`config.mk`:
```
export PLATFORM = sky130hd
export DESIGN_NAME = envelope_header_tokenizer_unit
export DESIGN_NICKNAME = d
export VERILOG_FILES = /design/src/ehtok_pkg.sv /design/src/ehtok_decode.sv /design/src/ehtok_queue.sv /design/src/envelope_header_tokenizer_unit.sv
export SDC_FILE = /design/constraint.sdc
export NUM_CORES = 1
export LEC_CHECK = 0
export ABC_AREA = 1
export BUFFER_PORTS_ARGS = -buffer_cell sky130_fd_sc_hd__buf_2
export CAP_MARGIN = 10
export CORE_MARGIN = 3
export CORE_UTILIZATION = 56
export CTS_BUF_LIST = sky130_fd_sc_hd__clkbuf_16
export DETAILED_ROUTE_END_ITERATION = 16
export PLACE_DENSITY = 0.77
export REMOVE_ABC_BUFFERS = 1
export SETUP_SLACK_MARGIN = 0.2
export SYNTH_ARGS = -nofsm -noshare
export SYNTH_HDL_FRONTEND = slang
export SYNTH_SLANG_ARGS = --single-unit
```
`constraint.sdc`:
```
create_clock -name clk -period 2.6 [get_ports clk]
set_input_delay 0.13 -clock clk [delete_from_list [all_inputs] [get_ports clk]]
set_output_delay 0.13 -clock clk [all_outputs]
set_load 0.01 [all_outputs]
```
`src/ehtok_pkg.sv`:
```
// ----------------------------------------------------------------------------
// ehtok_pkg
// Shared types and constants for the envelope header tokenizer.
// ----------------------------------------------------------------------------
package ehtok_pkg;

  localparam logic [7:0] CH_CR    = 8'h0D;
  localparam logic [7:0] CH_LF    = 8'h0A;
  localparam logic [7:0] CH_COLON = 8'h3A;
  localparam logic [7:0] CH_SPACE = 8'h20;

  typedef enum logic [2:0] {
    PH_START = 3'd0,
    PH_KEY   = 3'd1,
    PH_SKIP  = 3'd2,
    PH_VALUE = 3'd3,
    PH_DONE  = 3'd4
  } phase_t;

  typedef enum logic [2:0] {
    K_KEY   = 3'd0,
    K_VALUE = 3'd1,
    K_HDR   = 3'd2,
    K_END   = 3'd3,
    K_ERR   = 3'd4
  } kind_t;

  typedef struct packed {
    phase_t phase;
    logic   cr_pending;
    logic   header_open;
    logic   line_first_pending;
  } state_t;

  typedef struct packed {
    kind_t      kind;
    logic [7:0] data;
    logic       last;
  } result_t;

  typedef struct packed {
    logic [1:0]         count;
    result_t [1:0]      res;
  } pair_t;

  function automatic pair_t push(pair_t p, kind_t k, logic [7:0] d);
    pair_t q;
    q = p;
    q.res[p.count[0]].kind = k;
    q.res[p.count[0]].data = d;
    q.res[p.count[0]].last = 1'b0;
    q.count = p.count + 2'd1;
    return q;
  endfunction

endpackage

```
`src/ehtok_decode.sv`:
```
// ----------------------------------------------------------------------------
// ehtok_decode
// Per-byte tokenizer step: next state and up to two results for one item.
// ----------------------------------------------------------------------------
module ehtok_decode (
  input  ehtok_pkg::state_t st,
  input  logic [7:0]        b,
  output ehtok_pkg::state_t st_nxt,
  output ehtok_pkg::pair_t  res
);

  logic is_cr;
  logic is_lf;
  logic is_colon;

  assign is_cr    = (b == ehtok_pkg::CH_CR);
  assign is_lf    = (b == ehtok_pkg::CH_LF);
  assign is_colon = (b == ehtok_pkg::CH_COLON);

  // next state
  always_comb begin
    st_nxt = st;
    case (st.phase)
      ehtok_pkg::PH_START: begin
        if (st.line_first_pending) begin
          st_nxt.line_first_pending = 1'b0;
          if (is_lf) begin
            st_nxt.header_open = 1'b0;
            st_nxt.phase       = ehtok_pkg::PH_DONE;
          end else if (!st.header_open) begin
            st_nxt.phase      = ehtok_pkg::PH_DONE;
            st_nxt.cr_pending = 1'b0;
          end else begin
            st_nxt.phase      = ehtok_pkg::PH_VALUE;
            st_nxt.cr_pending = is_cr;
          end
        end else if (is_cr) begin
          st_nxt.line_first_pending = 1'b1;
        end else if (b <= ehtok_pkg::CH_SPACE) begin
          if (!st.header_open) begin
            st_nxt.phase      = ehtok_pkg::PH_DONE;
            st_nxt.cr_pending = 1'b0;
          end else begin
            st_nxt.phase = ehtok_pkg::PH_VALUE;
          end
        end else if (is_colon) begin
          st_nxt.header_open = 1'b0;
          st_nxt.phase       = ehtok_pkg::PH_SKIP;
        end else begin
          st_nxt.header_open = 1'b1;
          st_nxt.phase       = ehtok_pkg::PH_KEY;
        end
      end
      ehtok_pkg::PH_KEY: begin
        if (st.cr_pending && is_lf) begin
          st_nxt.phase              = ehtok_pkg::PH_DONE;
          st_nxt.cr_pending         = 1'b0;
          st_nxt.line_first_pending = 1'b0;
        end else begin
          st_nxt.cr_pending = is_cr;
          if (!is_cr && is_colon) begin
            st_nxt.phase = ehtok_pkg::PH_SKIP;
          end
        end
      end
      ehtok_pkg::PH_SKIP: begin
        if (st.cr_pending) begin
          if (is_lf) begin
            st_nxt.phase              = ehtok_pkg::PH_START;
            st_nxt.cr_pending         = 1'b0;
            st_nxt.line_first_pending = 1'b0;
          end else begin
            st_nxt.phase      = ehtok_pkg::PH_VALUE;
            st_nxt.cr_pending = is_cr;
          end
        end else if (is_cr) begin
          st_nxt.cr_pending = 1'b1;
        end else begin
          st_nxt.phase = ehtok_pkg::PH_VALUE;
        end
      end
      ehtok_pkg::PH_VALUE: begin
        if (st.cr_pending && is_lf) begin
          st_nxt.phase              = ehtok_pkg::PH_START;
          st_nxt.cr_pending         = 1'b0;
          st_nxt.line_first_pending = 1'b0;
        end else begin
          st_nxt.cr_pending = is_cr;
        end
      end
      default: begin
        st_nxt.phase = ehtok_pkg::PH_DONE;
      end
    endcase
  end

  // results
  always_comb begin
    ehtok_pkg::pair_t p;
    p = '0;
    case (st.phase)
      ehtok_pkg::PH_START: begin
        if (st.line_first_pending) begin
          if (is_lf) begin
            if (st.header_open) begin
              p = ehtok_pkg::push(p, ehtok_pkg::K_HDR, 8'd0);
            end
            p = ehtok_pkg::push(p, ehtok_pkg::K_END, 8'd0);
          end else if (!st.header_open) begin
            p = ehtok_pkg::push(p, ehtok_pkg::K_ERR, 8'd0);
          end else begin
            p = ehtok_pkg::push(p, ehtok_pkg::K_VALUE, ehtok_pkg::CH_CR);
            if (!is_cr) begin
              p = ehtok_pkg::push(p, ehtok_pkg::K_VALUE, b);
            end
          end
        end else if (is_cr) begin
          p = '0;
        end else if (b <= ehtok_pkg::CH_SPACE) begin
          if (!st.header_open) begin
            p = ehtok_pkg::push(p, ehtok_pkg::K_ERR, 8'd0);
          end else begin
            p = ehtok_pkg::push(p, ehtok_pkg::K_VALUE, b);
          end
        end else begin
          if (st.header_open) begin
            p = ehtok_pkg::push(p, ehtok_pkg::K_HDR, 8'd0);
          end
          if (!is_colon) begin
            p = ehtok_pkg::push(p, ehtok_pkg::K_KEY, b);
          end
        end
      end
      ehtok_pkg::PH_KEY: begin
        if (st.cr_pending && is_lf) begin
          p = ehtok_pkg::push(p, ehtok_pkg::K_ERR, 8'd0);
        end else begin
          if (st.cr_pending) begin
            p = ehtok_pkg::push(p, ehtok_pkg::K_KEY, ehtok_pkg::CH_CR);
          end
          if (!is_cr && !is_colon) begin
            p = ehtok_pkg::push(p, ehtok_pkg::K_KEY, b);
          end
        end
      end
      ehtok_pkg::PH_SKIP: begin
        if (st.cr_pending && !is_lf && !is_cr && st.header_open) begin
          p = ehtok_pkg::push(p, ehtok_pkg::K_VALUE, b);
        end
      end
      ehtok_pkg::PH_VALUE: begin
        if (!(st.cr_pending && is_lf) && st.header_open) begin
          if (st.cr_pending) begin
            p = ehtok_pkg::push(p, ehtok_pkg::K_VALUE, ehtok_pkg::CH_CR);
          end
          if (!is_cr) begin
            p = ehtok_pkg::push(p, ehtok_pkg::K_VALUE, b);
          end
        end
      end
      default: begin
        p = '0;
      end
    endcase
    if (p.count == 2'd1) begin
      p.res[0].last = 1'b1;
    end else if (p.count == 2'd2) begin
      p.res[1].last = 1'b1;
    end
    res = p;
  end

endmodule

```
`src/ehtok_queue.sv`:
```
// ----------------------------------------------------------------------------
// ehtok_queue
// Four-entry result queue; takes up to two results per cycle, and while out_ready is high gives one.
// ----------------------------------------------------------------------------
module ehtok_queue (
  input  logic              clk,
  input  logic              rst_n,
  input  logic              push_en,
  input  ehtok_pkg::pair_t  push_data,
  output logic              room,
  output logic              out_valid,
  input  logic              out_ready,
  output ehtok_pkg::result_t out_data
);

  ehtok_pkg::result_t mem_r [4];
  logic [1:0] wr_ptr_r, wr_ptr_nxt;
  logic [1:0] rd_ptr_r, rd_ptr_nxt;
  logic [2:0] count_r, count_nxt;
  logic [1:0] n_push;
  logic       pop;

  assign n_push    = push_en ? push_data.count : 2'd0;
  assign pop       = out_valid && out_ready;
  assign out_valid = (count_r != 3'd0);
  assign out_data  = mem_r[rd_ptr_r];
  assign room      = (count_r <= 3'd2);

  always_comb begin
    wr_ptr_nxt = wr_ptr_r + n_push;
    rd_ptr_nxt = rd_ptr_r + {1'b0, pop};
    count_nxt  = count_r + {1'b0, n_push} - {2'b00, pop};
  end

  always_ff @(posedge clk) begin
    if (!rst_n) begin
      wr_ptr_r <= '0;
      rd_ptr_r <= '0;
      count_r  <= '0;
    end else begin
      wr_ptr_r <= wr_ptr_nxt;
      rd_ptr_r <= rd_ptr_nxt;
      count_r  <= count_nxt;
    end
  end

  always_ff @(posedge clk) begin
    if (n_push != 2'd0) begin
      mem_r[wr_ptr_r] <= push_data.res[0];
    end
    if (n_push == 2'd2) begin
      mem_r[wr_ptr_r + 2'd1] <= push_data.res[1];
    end
  end

endmodule

```
`src/envelope_header_tokenizer_unit.sv`:
```
// ----------------------------------------------------------------------------
// envelope_header_tokenizer_unit
// Splits a header byte stream into key bytes, value bytes and markers.
//
//   channel  direction  handshake             payload
//   in       input      in_valid / in_ready   in_data_byte
//   out      output     out_valid / out_ready out_kind, out_byte, out_last
//
// one byte is taken per cycle while in_ready is high; its results are written
// to a four-entry queue in the same cycle and leave it one per cycle from the
// next cycle on while out_ready is high; the two results of one byte leave in
// turn. in_ready falls while the queue holds more than two results.
// synchronous reset returns the tokenizer to line start and empties the queue.
// ----------------------------------------------------------------------------
module envelope_header_tokenizer_unit (
  input  logic       clk,
  input  logic       rst_n,
  input  logic       in_valid,
  output logic       in_ready,
  input  logic [7:0] in_data_byte,
  output logic       out_valid,
  input  logic       out_ready,
  output logic [2:0] out_kind,
  output logic [7:0] out_byte,
  output logic       out_last
);

  ehtok_pkg::state_t  state_r, state_nxt;
  ehtok_pkg::state_t  step_nxt;
  ehtok_pkg::pair_t   step_res;
  ehtok_pkg::result_t head;
  logic               room;
  logic               accept;

  assign in_ready = room;
  assign accept   = in_valid && in_ready;

  ehtok_decode u_decode (
    .st     (state_r),
    .b      (in_data_byte),
    .st_nxt (step_nxt),
    .res    (step_res)
  );

  assign state_nxt = accept ? step_nxt : state_r;

  always_ff @(posedge clk) begin
    if (!rst_n) begin
      state_r <= '{phase: ehtok_pkg::PH_START, cr_pending: 1'b0,
                   header_open: 1'b0, line_first_pending: 1'b0};
    end else begin
      state_r <= state_nxt;
    end
  end

  ehtok_queue u_queue (
    .clk       (clk),
    .rst_n     (rst_n),
    .push_en   (accept),
    .push_data (step_res),
    .room      (room),
    .out_valid (out_valid),
    .out_ready (out_ready),
    .out_data  (head)
  );

  assign out_kind = head.kind;
  assign out_byte = head.data;
  assign out_last = head.last;

endmodule

```
==> impl_summary.md <==
Run status
The flow ran to the end, and the final reports show no timing, DRC or antenna violations.

Timing
Once routing completed, OpenROAD measured the worst setup slack at 0.330 ns. Setup repair after global routing left no endpoint under its margin. The total count of hold-check failures in the final report is 0. Headroom to the max-slew limit came out at 52.8%. For the final database, setup skew stands at around 0.0097 ns. The fraction of the cycle the final worst path needs is roughly 87%. The actual transition at the worst max-transition pin is between 0.7 and 0.8 ns. The max-slew violation total from the final report came to 0. Static timing analysis puts the maximum clock frequency at approximately 440 MHz. Setup violations remaining at the end of the flow were counted as 0. After layout, the minimum clock period comes to between 2 and 2.5 ns.

Die
The vertical die dimension is between 90 and 100 um. The standard cell core area is about 7800 um2. The initial cell density of the core is 58.5%. Pin placement for this block handled 26 I/O pins. The placement row count is 32. In this run the horizontal extent of the chip is just under 100 um. The die area is approximately 9300 um2.

Detailed routing
After detailed routing, the number of vias per cell comes to roughly 5.9. The number of routed nets with antenna violations is 0. The number of iterations in the first detailed-routing pass is 6.

After detailed routing, the average wire length per cell comes to 16.4 um. For this run, design rule violations remaining after detail routing come to 0. The number of vias after detailed routing is approximately 4.6k.

The count of routing violations after the opening detailed-route iteration is 402. The post-detailed-routing wire length is 12900 um.

Synthesis
The instance count of the mapped netlist is about 640. The flip-flop and latch count after synthesis is around 60. The average size of a mapped cell is 7.21 um2. The synthesized netlist contains a little over 40 unique library cells.

The total of warnings raised by yosys is 0. The synthesized cell area is between 4000 and 5000 um2. The sequential share of the synthesized area is a little under two fifths.

CTS
CTS placed an instance of sky130_fd_sc_hd__clkbuf_16 at the clock tree root. The later-pin clock latency in the skew report is roughly 0.33 ns. The clock input transition at the sequential cells of the worst setup and hold paths is approximately 0.06 ns. The number of buffers between clock root and the deepest sink is 2. TritonCTS built the clock tree.

The number of clock buffers added by TritonCTS is 9. The tree built by TritonCTS fans out to 61 sinks. CTS built an H-tree with a depth of 3.

Place
The half-perimeter wire length after detailed placement is around 9600 um. Input and output buffers added on the ports amount to 25. Prior to clock tree synthesis, the placed netlist has a worst setup slack of -0.0472 ns. After detailed placement, the design holds a cell count of between 700 and 800. At the end of routability-driven placement, the weighted congestion stood at roughly 0.97.

Global routing
The via count of the first global-routing pass came to between 4k and 5k. In the global route stage, overall resource usage came out at ~29%. The residual overflow from global routing is 0.

The number of antenna violations at the first check in global routing was 0. The global-route wire length before repair is 20800 um. The maximum number of pins on one net before global-route repair is 41.

Power
For this design the ratio of total power to cell area is 910 nW/um2. The analysis attributes to cell leakage a power of 0.00249 uW. IR analysis of the VDD net gives a maximum drop of 0.390 mV.

Finish
The area overhead of the layout relative to synthesis is 16.8%. The net count of the finished layout is around 700. Excluding fillers, the count of instances in the completed layout stands at slightly below 800. The final standard cell utilization of the core is about 68%. The fraction of layout instances using a drive strength above 1 is about a fifth. 0 antenna diodes ended up in the layout.

Worst hold path
The type of the worst min-delay path is input pin to flip-flop.

Worst setup path
In this run the worst path has a maximum fanout of 6. The required time reported for the critical path endpoint is about 2.8 ns. Data arrives at the worst endpoint at around 2.5 ns. The worst setup path is of the flip-flop to flip-flop kind. STA classifies the critical path startpoint as a flip-flop.

STA classifies the critical path endpoint as a flip-flop.

Job
The tool flagged a number of max-cap violations equal to 0.
## layer usage
metal  vias up  track usage (%)  wire [um]
met2       260             47.2       6230
met4         0             9.81        302
li1       2251                -          -
met5         -                0          0
met1      2087             38.2       5300
met3        37             4.73       1050
## cells by family (layout without fill, tap and decap cells)
kind of cell / after synthesis / after routing / share of synthesized area (%)
AOI/OAI and AO/OA: 80 / 80 / 9.45
xor gates and xnor gates: 4 / 4 / 0.763
adders and majority gates: 15 / 15 / 4.25
buffers and inverters: 92 / 140 / 9.45
DFF: 61 / 61 / 37.0
and+or+nand+nor: 385 / 385 / 39.1
## layout make-up
cell class                 instances  area, um2
tap                              102        128
timing repair buffer              72        548
clock inverter                     7       73.8
clock buffer                       9        225
sequential                        61       1710
fill                             669       2480
multi-input combinational        484       2490
inverter                          52        198
## repair_timing
| item | 4_1_cts | 5_1_grt |
|---|---|---|
| setup buffers | 0 | 2 |
| endpoints found under the setup margin | 0 | 74 |
| hold buffers | 0 | 0 |
| resized for setup | 0 | 14 |
## through the flow
stage | power (uW) | hold slack (ns) | area, um2 | TNS [ns]
5_1_grt | 5190 | 0.122 | 5370 | 0
3_5_place_dp | 3650 | 0.445 | 5010 | -0.150
6_report | 4890 | 0.105 | 5370 | 0
2_1_floorplan | 2800 | 0.223 | 4360 | -4.77
4_1_cts | 4840 | 0.104 | 5310 | 0
3_3_place_gp | 3570 | 0.436 | 5010 | -0.0157
## power breakdown
group / leakage, uW / switching [uW] / internal [uW] / total [uW]
Combinational: 0.00180 / 1460 / 767 / 2220
Sequential: 0.000550 / 110 / 1360 / 1470
Clock: 0.000136 / 446 / 744 / 1190
## layout by cell type (no fill, tap or decap), types with 5 or more instances in the layout
cell and instances:
sky130_fd_sc_hd__nor2_1 57, sky130_fd_sc_hd__nand3_2 5, sky130_fd_sc_hd__nand2_2 6, sky130_fd_sc_hd__buf_4 40, sky130_fd_sc_hd__inv_1 43, sky130_fd_sc_hd__nor2_4 5, sky130_fd_sc_hd__nand4_1 26, sky130_fd_sc_hd__inv_2 5
sky130_fd_sc_hd__edfxtp_1 48, sky130_fd_sc_hd__o22ai_1 13, sky130_fd_sc_hd__nand2_1 180, sky130_fd_sc_hd__clkbuf_16 9, sky130_fd_sc_hd__nand3_1 85, sky130_fd_sc_hd__dfxtp_1 9, sky130_fd_sc_hd__ha_1 14, sky130_fd_sc_hd__buf_2 25
sky130_fd_sc_hd__a21oi_1 11, sky130_fd_sc_hd__o21ai_0 46, sky130_fd_sc_hd__buf_12 5
## flip-flops by register name, indices dropped and copies added, names as in the netlist
register / cells
u_queue.rd_ptr_r: 2
u_queue.wr_ptr_r: 2
u_queue.count_r: 3
u_queue.mem_r: 48
state_r: 6
## worst paths after layout
path / start / endpoint / slack, ns / cells after the start
setup / recovery: state_r[5] / u_queue.count_r[2] / 0.33 / 11
hold / removal: rst_n / u_queue.rd_ptr_r[0] / 0.11 / 3
setup reg to reg: state_r[5] / u_queue.count_r[2] / 0.33 / 11
hold reg to reg: state_r[3] / state_r[3] / 0.50 / 2
## cell usage after synthesis
cell type | count | share of area [%]
sky130_fd_sc_hd__o21ai_1 | 2 | 0.22
sky130_fd_sc_hd__dfxtp_1 | 13 | 5.7
sky130_fd_sc_hd__o22ai_1 | 13 | 1.8
sky130_fd_sc_hd__nor3_4 | 1 | 0.35
sky130_fd_sc_hd__nand3_1 | 86 | 9.4
sky130_fd_sc_hd__buf_6 | 8 | 2.0
sky130_fd_sc_hd__clkbuf_1 | 18 | 1.5
sky130_fd_sc_hd__edfxtp_1 | 48 | 31
sky130_fd_sc_hd__nand3_2 | 4 | 0.87
sky130_fd_sc_hd__nand2_2 | 4 | 0.54
sky130_fd_sc_hd__fa_1 | 1 | 0.44
sky130_fd_sc_hd__nand4_1 | 26 | 3.5
sky130_fd_sc_hd__nor3_2 | 1 | 0.22
sky130_fd_sc_hd__o2111ai_1 | 1 | 0.19
sky130_fd_sc_hd__buf_2 | 6 | 0.65
sky130_fd_sc_hd__buf_4 | 5 | 0.82
sky130_fd_sc_hd__o21ai_0 | 46 | 5.0
sky130_fd_sc_hd__nor2_2 | 3 | 0.41
sky130_fd_sc_hd__buf_1 | 3 | 0.25
sky130_fd_sc_hd__nand3_4 | 1 | 0.38
sky130_fd_sc_hd__inv_1 | 43 | 3.5
sky130_fd_sc_hd__nand3b_1 | 1 | 0.16
sky130_fd_sc_hd__ha_1 | 14 | 3.8
sky130_fd_sc_hd__inv_2 | 5 | 0.41
sky130_fd_sc_hd__nand2_1 | 182 | 15
sky130_fd_sc_hd__o211ai_1 | 1 | 0.16
sky130_fd_sc_hd__a21oi_1 | 12 | 1.3
sky130_fd_sc_hd__o31ai_1 | 1 | 0.16
sky130_fd_sc_hd__a32oi_1 | 1 | 0.19
sky130_fd_sc_hd__nand2_4 | 3 | 0.74
sky130_fd_sc_hd__nand4_2 | 4 | 1.1
sky130_fd_sc_hd__a31oi_1 | 2 | 0.27
sky130_fd_sc_hd__xnor2_1 | 3 | 0.57
sky130_fd_sc_hd__inv_4 | 1 | 0.14
sky130_fd_sc_hd__a21boi_0 | 1 | 0.16
sky130_fd_sc_hd__xor2_1 | 1 | 0.19
sky130_fd_sc_hd__nor4_1 | 2 | 0.27
sky130_fd_sc_hd__nor2_1 | 59 | 4.8
sky130_fd_sc_hd__clkinv_1 | 3 | 0.25
sky130_fd_sc_hd__nor2_4 | 4 | 0.98
sky130_fd_sc_hd__nor3_1 | 4 | 0.44
## critical path: stages (launching register included)
cell and delay [ns]:
sky130_fd_sc_hd__dfxtp_1 0.38, sky130_fd_sc_hd__nor2_2 0.18, sky130_fd_sc_hd__nand2_2 0.15, sky130_fd_sc_hd__inv_2 0.10, sky130_fd_sc_hd__nand3_2 0.10, sky130_fd_sc_hd__nand2_4 0.13, sky130_fd_sc_hd__nand2_4 0.08, sky130_fd_sc_hd__ha_1 0.33
sky130_fd_sc_hd__fa_1 0.43, sky130_fd_sc_hd__xor2_1 0.17, sky130_fd_sc_hd__inv_1 0.06, sky130_fd_sc_hd__nor2_1 0.03
Power figures use the tool's default switching activity.
